**src/hdl/ucfr_pkg.sv**
```systemverilog
`timescale 1ns / 1ps
`default_nettype none
// ----------------------------------------------------------------------------
// ucfr_pkg
// Shared types, frame constants and the reply microcode store.
// ----------------------------------------------------------------------------
package ucfr_pkg;

  localparam logic [7:0] SOF_BYTE = 8'hA5;
  localparam logic [7:0] EOF_BYTE = 8'h5A;
  localparam logic [7:0] ERR_BYTE = 8'hFF;

  localparam logic [7:0] TYPE_VER      = 8'h81;
  localparam logic [7:0] TYPE_UID      = 8'h82;
  localparam logic [7:0] TYPE_SET_BASE = 8'h84;
  localparam logic [7:0] TYPE_SET_LAST = 8'h88;
  localparam logic [7:0] TYPE_STATUS   = 8'h8A;
  localparam logic [7:0] TYPE_LOAD     = 8'h8B;

  localparam logic [15:0] LOAD_LEN  = 16'd7;
  localparam logic [63:0] UID_RESET = 64'h0102030405060708;

  // frame position counter only needs to tell bytes 0..8 apart, then saturates
  localparam logic [3:0] IDX_SAT     = 4'd9;
  localparam logic [3:0] IDX_PAY_LO  = 4'd4;
  localparam logic [3:0] IDX_PAY_HI  = 4'd8;

  typedef logic [4:0][7:0] byte5_t;

  typedef enum logic [2:0] {
    KIND_VER,
    KIND_UID,
    KIND_SET,
    KIND_STAT,
    KIND_ERR,
    KIND_ACK
  } reply_kind_t;

  typedef struct packed {
    logic        start;
    reply_kind_t kind;
    logic [7:0]  ftype;
  } reply_req_t;

  typedef enum logic [3:0] {
    SRC_SOF,
    SRC_LEN_HI,
    SRC_LEN_LO,
    SRC_TYPE,
    SRC_VER,
    SRC_UID,
    SRC_PAY,
    SRC_STAT,
    SRC_ZERO,
    SRC_ERR,
    SRC_XOR,
    SRC_EOF
  } src_t;

  typedef enum logic [1:0] {
    OP_NEXT,
    OP_DISPATCH,
    OP_JUMP,
    OP_END
  } op_t;

  typedef struct packed {
    src_t       src;
    logic [3:0] sel;
    op_t        op;
    logic [4:0] target;
  } cw_t;

  // program layout
  localparam logic [4:0] PC_HDR  = 5'd0;
  localparam logic [4:0] PC_VER  = 5'd4;
  localparam logic [4:0] PC_UID  = 5'd13;
  localparam logic [4:0] PC_SET  = 5'd21;
  localparam logic [4:0] PC_STAT = 5'd23;
  localparam logic [4:0] PC_ERR  = 5'd29;
  localparam logic [4:0] PC_TRL  = 5'd30;

  function automatic cw_t mk_cw(src_t src, logic [3:0] sel, op_t op, logic [4:0] target);
    cw_t cw;
    cw.src    = src;
    cw.sel    = sel;
    cw.op     = op;
    cw.target = target;
    return cw;
  endfunction

  function automatic cw_t ucode(logic [4:0] pc);
    cw_t cw;
    unique case (pc)
      5'd0:  cw = mk_cw(SRC_SOF,    4'd0, OP_NEXT,     PC_HDR);
      5'd1:  cw = mk_cw(SRC_LEN_HI, 4'd0, OP_NEXT,     PC_HDR);
      5'd2:  cw = mk_cw(SRC_LEN_LO, 4'd0, OP_NEXT,     PC_HDR);
      5'd3:  cw = mk_cw(SRC_TYPE,   4'd0, OP_DISPATCH, PC_HDR);
      5'd4:  cw = mk_cw(SRC_VER,    4'd0, OP_NEXT,     PC_HDR);
      5'd5:  cw = mk_cw(SRC_VER,    4'd1, OP_NEXT,     PC_HDR);
      5'd6:  cw = mk_cw(SRC_VER,    4'd2, OP_NEXT,     PC_HDR);
      5'd7:  cw = mk_cw(SRC_VER,    4'd3, OP_NEXT,     PC_HDR);
      5'd8:  cw = mk_cw(SRC_VER,    4'd4, OP_NEXT,     PC_HDR);
      5'd9:  cw = mk_cw(SRC_VER,    4'd5, OP_NEXT,     PC_HDR);
      5'd10: cw = mk_cw(SRC_VER,    4'd6, OP_NEXT,     PC_HDR);
      5'd11: cw = mk_cw(SRC_VER,    4'd7, OP_NEXT,     PC_HDR);
      5'd12: cw = mk_cw(SRC_VER,    4'd8, OP_JUMP,     PC_TRL);
      5'd13: cw = mk_cw(SRC_UID,    4'd0, OP_NEXT,     PC_HDR);
      5'd14: cw = mk_cw(SRC_UID,    4'd1, OP_NEXT,     PC_HDR);
      5'd15: cw = mk_cw(SRC_UID,    4'd2, OP_NEXT,     PC_HDR);
      5'd16: cw = mk_cw(SRC_UID,    4'd3, OP_NEXT,     PC_HDR);
      5'd17: cw = mk_cw(SRC_UID,    4'd4, OP_NEXT,     PC_HDR);
      5'd18: cw = mk_cw(SRC_UID,    4'd5, OP_NEXT,     PC_HDR);
      5'd19: cw = mk_cw(SRC_UID,    4'd6, OP_NEXT,     PC_HDR);
      5'd20: cw = mk_cw(SRC_UID,    4'd7, OP_JUMP,     PC_TRL);
      5'd21: cw = mk_cw(SRC_PAY,    4'd0, OP_NEXT,     PC_HDR);
      5'd22: cw = mk_cw(SRC_PAY,    4'd1, OP_JUMP,     PC_TRL);
      5'd23: cw = mk_cw(SRC_STAT,   4'd0, OP_NEXT,     PC_HDR);
      5'd24: cw = mk_cw(SRC_STAT,   4'd1, OP_NEXT,     PC_HDR);
      5'd25: cw = mk_cw(SRC_STAT,   4'd2, OP_NEXT,     PC_HDR);
      5'd26: cw = mk_cw(SRC_STAT,   4'd3, OP_NEXT,     PC_HDR);
      5'd27: cw = mk_cw(SRC_STAT,   4'd4, OP_NEXT,     PC_HDR);
      5'd28: cw = mk_cw(SRC_ZERO,   4'd0, OP_JUMP,     PC_TRL);
      5'd29: cw = mk_cw(SRC_ERR,    4'd0, OP_JUMP,     PC_TRL);
      5'd30: cw = mk_cw(SRC_XOR,    4'd0, OP_NEXT,     PC_HDR);
      5'd31: cw = mk_cw(SRC_EOF,    4'd0, OP_END,      PC_HDR);
      default: cw = mk_cw(SRC_EOF,  4'd0, OP_END,      PC_HDR);
    endcase
    return cw;
  endfunction

  // payload entry point and length low byte (payload count plus one)
  function automatic logic [4:0] kind_entry(reply_kind_t kind);
    logic [4:0] pc;
    unique case (kind)
      KIND_VER:  pc = PC_VER;
      KIND_UID:  pc = PC_UID;
      KIND_SET:  pc = PC_SET;
      KIND_STAT: pc = PC_STAT;
      KIND_ERR:  pc = PC_ERR;
      KIND_ACK:  pc = PC_TRL;
      default:   pc = PC_TRL;
    endcase
    return pc;
  endfunction

  function automatic logic [7:0] kind_len(reply_kind_t kind);
    logic [7:0] len;
    unique case (kind)
      KIND_VER:  len = 8'd10;
      KIND_UID:  len = 8'd9;
      KIND_SET:  len = 8'd3;
      KIND_STAT: len = 8'd7;
      KIND_ERR:  len = 8'd2;
      KIND_ACK:  len = 8'd1;
      default:   len = 8'd1;
    endcase
    return len;
  endfunction

  // version text "123456789"
  function automatic logic [7:0] ver_char(logic [3:0] sel);
    return 8'h31 + {4'd0, sel};
  endfunction

  function automatic logic [7:0] set_limit(logic [2:0] s);
    logic [7:0] lim;
    unique case (s)
      3'd0:    lim = 8'd1;
      3'd1:    lim = 8'd14;
      3'd2:    lim = 8'd6;
      3'd3:    lim = 8'd2;
      3'd4:    lim = 8'd1;
      default: lim = 8'd0;
    endcase
    return lim;
  endfunction

endpackage
`default_nettype wire

```
**src/hdl/ucfr_if.sv**
```systemverilog
`timescale 1ns / 1ps
`default_nettype none
// ----------------------------------------------------------------------------
// ucfr_if
// Valid/ready channel interfaces for received bytes and reply bytes.
// ----------------------------------------------------------------------------
interface ucfr_in_if;
  logic       valid;
  logic       ready;
  logic       port;
  logic [7:0] data_byte;
  logic       frame_end;

  modport source (output valid, port, data_byte, frame_end, input ready);
  modport sink   (input valid, port, data_byte, frame_end, output ready);
endinterface

interface ucfr_out_if;
  logic       valid;
  logic       ready;
  logic [7:0] reply_byte;
  logic       reply_last;

  modport source (output valid, reply_byte, reply_last, input ready);
  modport sink   (input valid, reply_byte, reply_last, output ready);
endinterface
`default_nettype wire

```
**src/hdl/ucfr_rx_parser.sv**
```systemverilog
`timescale 1ns / 1ps
`default_nettype none
// ----------------------------------------------------------------------------
// ucfr_rx_parser
// Frame capture and check; holds status bytes and issues reply requests.
// ----------------------------------------------------------------------------
module ucfr_rx_parser (
  input  wire logic                clk,
  input  wire logic                rst_n,
  input  wire logic                accept,
  input  wire logic                port,
  input  wire logic [7:0]          data_byte,
  input  wire logic                frame_end,
  output ucfr_pkg::reply_req_t     req,
  output ucfr_pkg::byte5_t         payload,
  output ucfr_pkg::byte5_t         status
);
  import ucfr_pkg::*;

  logic [3:0]  idx_r, idx_nxt;
  logic [7:0]  xor_r, xor_nxt;
  logic        start_ok_r, start_ok_nxt;
  logic        port_r, port_nxt;
  logic [15:0] len_r, len_nxt;
  logic [7:0]  type_r, type_nxt;
  byte5_t      pay_r, pay_nxt;
  byte5_t      stat_r, stat_nxt;
  logic [3:0]  pay_off;
  logic [7:0]  set_diff;
  logic [2:0]  set_sel;
  logic        good;

  assign pay_off  = idx_r - IDX_PAY_LO;
  assign set_diff = type_nxt - TYPE_SET_BASE;
  assign set_sel  = set_diff[2:0];

  always_comb begin
    idx_nxt      = idx_r;
    xor_nxt      = xor_r;
    start_ok_nxt = start_ok_r;
    port_nxt     = port_r;
    len_nxt      = len_r;
    type_nxt     = type_r;
    pay_nxt      = pay_r;
    stat_nxt     = stat_r;
    good         = 1'b0;
    req          = '0;
    req.kind     = KIND_ERR;
    if (accept) begin
      if (idx_r == 4'd0) begin
        port_nxt     = port;
        start_ok_nxt = (data_byte == SOF_BYTE);
        pay_nxt      = '0;
        len_nxt      = '0;
        type_nxt     = '0;
      end else if (idx_r == 4'd1) begin
        len_nxt[15:8] = data_byte;
      end else if (idx_r == 4'd2) begin
        len_nxt[7:0] = data_byte;
      end else if (idx_r == 4'd3) begin
        type_nxt = data_byte;
      end else if (idx_r <= IDX_PAY_HI) begin
        pay_nxt[pay_off[2:0]] = data_byte;
      end

      if (!frame_end) begin
        xor_nxt = ((idx_r == 4'd0) ? 8'd0 : xor_r) ^ data_byte;
        if (idx_r != IDX_SAT) begin
          idx_nxt = idx_r + 4'd1;
        end
      end else begin
        idx_nxt   = '0;
        xor_nxt   = '0;
        good      = start_ok_r && (data_byte == EOF_BYTE) && (idx_r >= IDX_PAY_LO);
        req.ftype = type_nxt;
        if (good) begin
          // xor over everything up to and including the checksum must be zero
          if (xor_r != 8'd0) begin
            req.start = 1'b1;
            req.kind  = KIND_ERR;
          end else if (!port_r) begin
            case (type_nxt) inside
              TYPE_VER: begin
                req.start = 1'b1;
                req.kind  = KIND_VER;
              end
              TYPE_UID: begin
                req.start = 1'b1;
                req.kind  = KIND_UID;
              end
              [TYPE_SET_BASE:TYPE_SET_LAST]: begin
                req.start = 1'b1;
                if (pay_nxt[0] <= set_limit(set_sel)) begin
                  stat_nxt[set_sel] = pay_nxt[0];
                  req.kind          = KIND_SET;
                end else begin
                  req.kind = KIND_ERR;
                end
              end
              TYPE_STATUS: begin
                req.start = 1'b1;
                req.kind  = KIND_STAT;
              end
              default: begin
                req.start = 1'b0;
              end
            endcase
          end else if ((type_nxt == TYPE_STATUS || type_nxt == TYPE_LOAD)
                       && len_nxt == LOAD_LEN) begin
            stat_nxt  = pay_nxt;
            req.start = 1'b1;
            req.kind  = KIND_ACK;
          end
        end
      end
    end
  end

  always_ff @(posedge clk) begin
    if (!rst_n) begin
      idx_r      <= '0;
      xor_r      <= '0;
      start_ok_r <= 1'b0;
      port_r     <= 1'b0;
      len_r      <= '0;
      type_r     <= '0;
      pay_r      <= '0;
      stat_r     <= '0;
    end else begin
      idx_r      <= idx_nxt;
      xor_r      <= xor_nxt;
      start_ok_r <= start_ok_nxt;
      port_r     <= port_nxt;
      len_r      <= len_nxt;
      type_r     <= type_nxt;
      pay_r      <= pay_nxt;
      stat_r     <= stat_nxt;
    end
  end

  assign payload = pay_r;
  assign status  = stat_r;

endmodule
`default_nettype wire

```
**src/hdl/ucfr_reply_seq.sv**
```systemverilog
`timescale 1ns / 1ps
`default_nettype none
// ----------------------------------------------------------------------------
// ucfr_reply_seq
// Microcoded reply sequencer: step counter, control store, byte datapath.
// ----------------------------------------------------------------------------
module ucfr_reply_seq (
  input  wire logic                clk,
  input  wire logic                rst_n,
  input  ucfr_pkg::reply_req_t     req,
  input  ucfr_pkg::byte5_t         payload,
  input  ucfr_pkg::byte5_t         status,
  input  wire logic [63:0]         uid,
  output logic                     busy,
  output logic                     out_valid,
  input  wire logic                out_ready,
  output logic [7:0]               out_byte,
  output logic                     out_last
);
  import ucfr_pkg::*;

  logic        busy_r, busy_nxt;
  logic [4:0]  pc_r, pc_nxt;
  reply_kind_t kind_r, kind_nxt;
  logic [7:0]  type_r, type_nxt;
  logic [7:0]  xor_r, xor_nxt;
  logic        valid_r, valid_nxt;
  logic [7:0]  byte_r, byte_nxt;
  logic        last_r, last_nxt;
  cw_t         cw;
  logic        step;
  logic [7:0]  sel_byte;
  logic [5:0]  uid_lsb;

  assign cw      = ucode(pc_r);
  assign step    = busy_r && (!valid_r || out_ready);
  assign uid_lsb = {3'd7 - cw.sel[2:0], 3'd0};

  always_comb begin
    case (cw.src)
      SRC_SOF:    sel_byte = SOF_BYTE;
      SRC_LEN_HI: sel_byte = 8'd0;
      SRC_LEN_LO: sel_byte = kind_len(kind_r);
      SRC_TYPE:   sel_byte = type_r;
      SRC_VER:    sel_byte = ver_char(cw.sel);
      SRC_UID:    sel_byte = uid[uid_lsb +: 8];
      SRC_PAY:    sel_byte = payload[cw.sel[2:0]];
      SRC_STAT:   sel_byte = status[cw.sel[2:0]];
      SRC_ZERO:   sel_byte = 8'd0;
      SRC_ERR:    sel_byte = ERR_BYTE;
      SRC_XOR:    sel_byte = xor_r;
      SRC_EOF:    sel_byte = EOF_BYTE;
      default:    sel_byte = 8'd0;
    endcase
  end

  always_comb begin
    busy_nxt  = busy_r;
    pc_nxt    = pc_r;
    kind_nxt  = kind_r;
    type_nxt  = type_r;
    xor_nxt   = xor_r;
    valid_nxt = valid_r;
    byte_nxt  = byte_r;
    last_nxt  = last_r;
    if (out_ready) begin
      valid_nxt = 1'b0;
    end
    if (req.start) begin
      busy_nxt = 1'b1;
      pc_nxt   = PC_HDR;
      kind_nxt = req.kind;
      type_nxt = req.ftype;
      xor_nxt  = '0;
    end else if (step) begin
      valid_nxt = 1'b1;
      byte_nxt  = sel_byte;
      last_nxt  = (cw.op == OP_END);
      if (cw.src != SRC_XOR && cw.src != SRC_EOF) begin
        xor_nxt = xor_r ^ sel_byte;
      end
      unique case (cw.op)
        OP_NEXT:     pc_nxt = pc_r + 5'd1;
        OP_DISPATCH: pc_nxt = kind_entry(kind_r);
        OP_JUMP:     pc_nxt = cw.target;
        OP_END:      busy_nxt = 1'b0;
        default:     busy_nxt = 1'b0;
      endcase
    end
  end

  always_ff @(posedge clk) begin
    if (!rst_n) begin
      busy_r  <= 1'b0;
      pc_r    <= PC_HDR;
      kind_r  <= KIND_ERR;
      valid_r <= 1'b0;
    end else begin
      busy_r  <= busy_nxt;
      pc_r    <= pc_nxt;
      kind_r  <= kind_nxt;
      valid_r <= valid_nxt;
    end
    type_r <= type_nxt;
    xor_r  <= xor_nxt;
    byte_r <= byte_nxt;
    last_r <= last_nxt;
  end

  assign busy      = busy_r;
  assign out_valid = valid_r;
  assign out_byte  = byte_r;
  assign out_last  = last_r;

endmodule
`default_nettype wire

```
**src/hdl/uart_command_frame_responder.sv**
```systemverilog
`timescale 1ns / 1ps
`default_nettype none
// ----------------------------------------------------------------------------
// uart_command_frame_responder
// Checks received command frames and plays out framed replies byte by byte.
// ----------------------------------------------------------------------------
//  channel   dir  transfer payload                  handshake
//  in_chan   in   port, data_byte, frame_end       valid/ready
//  out_chan  out  reply_byte, reply_last           valid/ready
//  cfg_*     in   device id, 64 bits               write enable only
//
//  A frame end that needs a reply starts the sequencer; it emits one reply
//  byte per cycle while out_chan is ready (6 to 15 bytes) and holds
//  in_chan.ready low meanwhile. A stall on out_chan holds the sequencer in
//  place. Reset is synchronous and clears all control and stored status;
//  the device id returns to its reset value.
// ----------------------------------------------------------------------------
module uart_command_frame_responder (
  input  wire logic        clk,
  input  wire logic        rst_n,
  ucfr_in_if.sink          in_chan,
  ucfr_out_if.source       out_chan,
  input  wire logic        cfg_we,
  input  wire logic [63:0] cfg_wdata
);
  import ucfr_pkg::*;

  logic [63:0] uid_r, uid_nxt;
  reply_req_t  req;
  byte5_t      payload;
  byte5_t      status;
  logic        busy;
  logic        accept;

  assign uid_nxt        = cfg_we ? cfg_wdata : uid_r;
  assign in_chan.ready  = !busy;
  assign accept         = in_chan.valid && !busy;

  always_ff @(posedge clk) begin
    if (!rst_n) begin
      uid_r <= UID_RESET;
    end else begin
      uid_r <= uid_nxt;
    end
  end

  ucfr_rx_parser u_parser (
    .clk       (clk),
    .rst_n     (rst_n),
    .accept    (accept),
    .port      (in_chan.port),
    .data_byte (in_chan.data_byte),
    .frame_end (in_chan.frame_end),
    .req       (req),
    .payload   (payload),
    .status    (status)
  );

  ucfr_reply_seq u_seq (
    .clk       (clk),
    .rst_n     (rst_n),
    .req       (req),
    .payload   (payload),
    .status    (status),
    .uid       (uid_r),
    .busy      (busy),
    .out_valid (out_chan.valid),
    .out_ready (out_chan.ready),
    .out_byte  (out_chan.reply_byte),
    .out_last  (out_chan.reply_last)
  );

endmodule
`default_nettype wire
```
**src/flat_wrapper.sv**
```systemverilog
// flat-port wrapper written by rule: the top's interface ports become plain ports
module uart_command_frame_responder_flat import ucfr_pkg::*;
  (clk, rst_n, cfg_we, cfg_wdata, in_chan_valid, in_chan_port, in_chan_data_byte, in_chan_frame_end, in_chan_ready, out_chan_valid, out_chan_reply_byte, out_chan_reply_last, out_chan_ready);
  ucfr_in_if in_chan_i ();
  ucfr_out_if out_chan_i ();
  input  wire logic clk;
  input  wire logic rst_n;
  input  wire logic cfg_we;
  input  wire logic [63:0] cfg_wdata;
  input wire logic [$bits(in_chan_i.valid)-1:0] in_chan_valid;
  input wire logic [$bits(in_chan_i.port)-1:0] in_chan_port;
  input wire logic [$bits(in_chan_i.data_byte)-1:0] in_chan_data_byte;
  input wire logic [$bits(in_chan_i.frame_end)-1:0] in_chan_frame_end;
  output wire logic [$bits(in_chan_i.ready)-1:0] in_chan_ready;
  output wire logic [$bits(out_chan_i.valid)-1:0] out_chan_valid;
  output wire logic [$bits(out_chan_i.reply_byte)-1:0] out_chan_reply_byte;
  output wire logic [$bits(out_chan_i.reply_last)-1:0] out_chan_reply_last;
  input wire logic [$bits(out_chan_i.ready)-1:0] out_chan_ready;
  assign in_chan_i.valid = in_chan_valid;
  assign in_chan_i.port = in_chan_port;
  assign in_chan_i.data_byte = in_chan_data_byte;
  assign in_chan_i.frame_end = in_chan_frame_end;
  assign in_chan_ready = in_chan_i.ready;
  assign out_chan_valid = out_chan_i.valid;
  assign out_chan_reply_byte = out_chan_i.reply_byte;
  assign out_chan_reply_last = out_chan_i.reply_last;
  assign out_chan_i.ready = out_chan_ready;
  uart_command_frame_responder u_core (.clk(clk), .rst_n(rst_n), .in_chan(in_chan_i), .out_chan(out_chan_i), .cfg_we(cfg_we), .cfg_wdata(cfg_wdata));
endmodule
```
**config.mk**
```make
export PLATFORM = sky130hd
export DESIGN_NAME = uart_command_frame_responder_flat
export DESIGN_NICKNAME = d
export VERILOG_FILES = /design/src/hdl/ucfr_pkg.sv /design/src/hdl/ucfr_if.sv /design/src/hdl/ucfr_rx_parser.sv /design/src/hdl/ucfr_reply_seq.sv /design/src/hdl/uart_command_frame_responder.sv /design/src/flat_wrapper.sv
export SDC_FILE = /design/constraint.sdc
export NUM_CORES = 1
export LEC_CHECK = 0
export BUFFER_PORTS_ARGS = -buffer_cell sky130_fd_sc_hd__buf_4
export CAP_MARGIN = 20
export CELL_PAD_IN_SITES_DETAIL_PLACEMENT = 1
export CELL_PAD_IN_SITES_GLOBAL_PLACEMENT = 1
export CORE_MARGIN = 2
export CORE_UTILIZATION = 25
export CTS_CLUSTER_DIAMETER = 150
export DETAILED_ROUTE_END_ITERATION = 6
export PLACE_DENSITY = 0.47
export RECOVER_POWER = 25
export SLEW_MARGIN = 20
export SYNTH_ARGS = -nofsm -noshare
export SYNTH_HDL_FRONTEND = slang
export SYNTH_SLANG_ARGS = --single-unit
```
**constraint.sdc**
```tcl
create_clock -name clk -period 5 [get_ports clk]
set_input_delay 1.25 -clock clk [delete_from_list [all_inputs] [get_ports clk]]
set_output_delay 1.25 -clock clk [all_outputs]
set_load 0.05 [all_outputs]
```
==> summary.md <==
| Metric | Value |
|---|---|
| Status | finished with violations |
| Vias post-DR | 10576 |
| Vias in the first global route | 10767 |
| CTS sink count | 228 |
| Critical path arrival | 5.10 ns |
| Full die area | 0.0505 sq mm |
| Maxcap violations | 2 |
| Gate Count Post-Synth | 1383 |
| Core Util, Final | 30.3% |
| Initial Utilization | 25.4% |
| Nets | 1530 |
| Port bufs | 89 |
| Layout overhead on the synthesized area | 19.3% |
| Via-to-Cell Ratio | 5.10 |
| Post-synth top area cell | dfxtp_1 |
| Clock root cell | clkbuf_16 |
| Post-CTS Setup Inserts | 0 |
| FF-to-FF path depth | 16 |
| Fin crit period | 4.60 ns |
| Syn. warnings | 0 |
| R2r startpoint | u_core.u_parser.idx_r[1] |
| Worst Skew | 0.0107 ns |
| CP Capture Point | u_core.u_parser.status[37] |
| CTS tree | yes |
| Final Hold Viols | 0 |
| Worst-margin pin slew | 2.21 ns |
| Filler cells | 5499 |
| Drc violations | 0 |
| Cell area after synthesis | 0.0122 sq mm |
| Mean post-synth cell area | 8.81 sq um |
| Worst IR Drop VDD | 0.000256 V |
| CTS H-tree depth | 1 |
| CP endpoint kind | flip-flop |
| R2r endpoint | u_core.u_parser.status[37] |
| Routability cong. | 0.839 |
| Setup_tns | 0 ns |
| Main area contributors after synthesis | dfxtp_1, mux2i_1, nor2_1, nand2_1, mux4_2 |
| Crit path required time | 5.50 ns |
| Post-CTS sizing | 0 |
| Antenna-violating nets left | 0 |
| Ports | 90 |
| Final setup violating endpoints | 0 |
| Worst-Skew Late Latency | 0.57 ns |
| Critical path peak fanout | 10 |
| Crit path from | u_core.u_parser.idx_r[1] |
| WL final | 45200 um |
| Ys async rst share | 0% |
| Min-delay worst type | reg -> reg |
| Drt wl/cell | 21.8 um |
| Final period util | 92.1% |
| Synth top area share | 34.7% |
| 1st-iter DRT viols | 657 |
| Final Instance Count excl. Fillers | 2073 |
| GRT Residual Overflow | 0 |
| Net Count, Synth | 1479 |
| #FFs+latches synth | 228 |
| Failing checks | max-capacitance violations, max-slew violations |
| Pre-antenna DRT Iters | 5 |
| EDFF count, synth | 17 |
| Seq/Total Area, Yosys | 38.9% |
| Pleak | 5.26 nW |
| Chip Width | 225 um |
| Placed cells | 2017 |
| Crit path launch type | flip-flop |
| Slew Limit Fails | 108 |
| Library cells used by synthesis | 84 |
| Overall routing resource usage | 17.6% |
| Initial antenna violation count | 0 |
| Core area | 0.0479 sq mm |
| # diodes | 0 |
| Site Rows | 80 |
| Hold slack | 0.461 ns |
| Hold-fix buffers, CTS | 0 |
| CTS buffer count | 30 |
| Ys flop type | dfxtp_1 |
| First-pass GRT wire length | 68300 um |
| Pwr dens | 305 mW/mm^2 |
| HPWL after DPL | 31900 um |
| Layout cells sized above 1 | 16.1% |
| Die height | 225 um |
| RSZ-0062 raised after global routing | no |
| Max Clk Rate | 217 MHz |
| Slew headroom | -47.1% |
| Reg clk slew, reported paths | 0.06 ns |
| Largest net degree at the start of global routing | 77 |
| WS Path Type | reg -> reg |
| Clock Tree Buf Depth | 3 |
| Setup slack, reg-to-reg | 0.40 ns |
==> per-layer routing <==
layer	global-route usage, %	routed length, um	vias up
met2	28.5	20700	166
met1	25.0	22100	5256
li1	-	-	5106
met5	0	0	-
met4	4.38	1040	0
met3	2.02	1350	48
==> sequential cells by signal (all words and copies together), names as in the netlist, 3 cells and up <==
register                 count
u_core.u_seq.type_r          8
u_core.u_parser.xor_r        8
u_core.u_seq.pc_r            5
u_core.u_seq.out_byte        8
u_core.u_parser.payload     40
u_core.uid_r                64
u_core.u_seq.xor_r           8
u_core.u_seq.cw             11
u_core.u_seq.kind_r          3
u_core.u_parser.type_r       8
u_core.u_parser.status      40
u_core.u_parser.len_r       16
u_core.u_parser.idx_r        4
==> worst min path at each step <==
stage / cells past startpoint / to / slack (ns) / start
2_1_floorplan: 2 / u_core.u_parser.status[17] / 0.43 / u_core.u_parser.status[17]
3_3_place_gp: 2 / u_core.u_parser.status[14] / 0.44 / u_core.u_parser.status[14]
3_5_place_dp: 2 / u_core.u_parser.status[13] / 0.45 / u_core.u_parser.status[13]
4_1_cts: 2 / u_core.u_parser.status[14] / 0.46 / u_core.u_parser.status[14]
5_1_grt: 2 / u_core.u_parser.status[14] / 0.47 / u_core.u_parser.status[14]
6_report: 2 / u_core.u_parser.status[13] / 0.46 / u_core.u_parser.status[13]
==> kinds of logic (layout without fill, tap and decap cells) <==
kind of cell,count (synthesis),count (layout),share of synthesized area (%)
simple gates,516,516,19.8
compound gates,288,288,16.4
flops,228,228,38.9
mux,179,179,17.2
buf+inv,129,204,4.17
xor+xnor,25,25,1.80
fa+ha+maj,18,18,1.83
==> Yosys cell counts, types with 5 or more instances <==
| master | instances |
|---|---|
| a2bb2oi_1 | 5 |
| nor4_1 | 11 |
| a21oi_1 | 69 |
| o2bb2ai_1 | 9 |
| a22o_1 | 5 |
| or3_1 | 8 |
| o21ai_0 | 35 |
| and2_1 | 7 |
| a31oi_1 | 5 |
| nand4_1 | 6 |
| o22ai_1 | 19 |
| buf_2 | 15 |
| xnor2_1 | 13 |
| a22oi_1 | 60 |
| nand2b_1 | 12 |
| buf_1 | 20 |
| clkbuf_1 | 79 |
| a21o_1 | 7 |
| a32oi_1 | 11 |
| nand2_1 | 177 |
| o211ai_1 | 5 |
| dfxtp_1 | 211 |
| nor4b_1 | 8 |
| mux4_2 | 24 |
| nor3_1 | 23 |
| or2_2 | 5 |
| nand3_1 | 14 |
| inv_1 | 11 |
| o221ai_1 | 5 |
| mux2i_1 | 153 |
| a211oi_1 | 9 |
| ha_1 | 17 |
| nor2b_1 | 13 |
| nand4b_1 | 5 |
| xor2_1 | 12 |
| nand3b_1 | 6 |
| nor3b_1 | 5 |
| nor2_1 | 188 |
| edfxtp_1 | 17 |
==> worst max-delay path: stages (launching register included) <==
cell and delay [ns]:
dfxtp_1 0.54, inv_1 0.16, ha_1 0.32, or3b_1 0.46, nor4_1 0.19, buf_4 0.18, a22oi_1 0.13, xnor2_1 0.20
nand2_1 0.08, ha_1 0.31, a211oi_1 0.24, o21ai_0 0.12, o221ai_1 0.11, nand4_1 0.17, o32a_1 0.57, a21oi_2 0.50
mux2i_1 0.25
==> per-stage QoR <==
step	area (sq um)	setup slack, ns	power, mW
3_3_place_gp	13500	0.354	2.29
3_5_place_dp	13500	0.226	2.30
5_1_grt	14500	0.00442	4.61
6_report	14500	0.397	4.43
2_1_floorplan	12200	0.452	2.15
4_1_cts	14500	0.401	4.51
==> power breakdown <==
group	switching [mW]	internal [mW]	total (mW)
combinational	0.211	0.138	0.348
clock	0.867	1.31	2.18
sequential	0.0282	1.88	1.91
==> cell type report <==
type	count	area [sq um]	area share [%]
Tap cell	615	769	5.29
Clock inverter	10	115	0.792
Multi-Input combinational cell	1026	6980	48.0
Inverter	13	50.0	0.344
Clock buffer	46	881	6.06
Timing Repair Buffer	135	1000	6.89
Sequential cell	228	4740	32.6
==> cells in the final DEF, fill, tap and decap left out, types with 7 or more instances in the layout <==
master,synthesis,routed
a21o_1,7,7
a211oi_1,9,9
nor4_1,11,10
nand2b_1,12,12
nor3_1,23,23
nand2_1,177,176
mux4_2,24,24
o22ai_1,19,19
and2_1,7,7
nor2_1,188,188
clkbuf_8,0,7
clkbuf_16,0,30
ha_1,17,17
a32oi_1,11,11
nor2b_1,13,12
o2bb2ai_1,9,9
o21ai_0,35,35
or3_1,8,8
xnor2_1,13,13
dfxtp_1,211,209
a21oi_1,69,69
edfxtp_1,17,17
buf_4,1,130
a22oi_1,60,60
inv_1,11,11
mux2i_1,153,153
clkbuf_1,79,11
nand3_1,14,14
xor2_1,12,12
No activity file was read; power rests on OpenSTA's default activity.
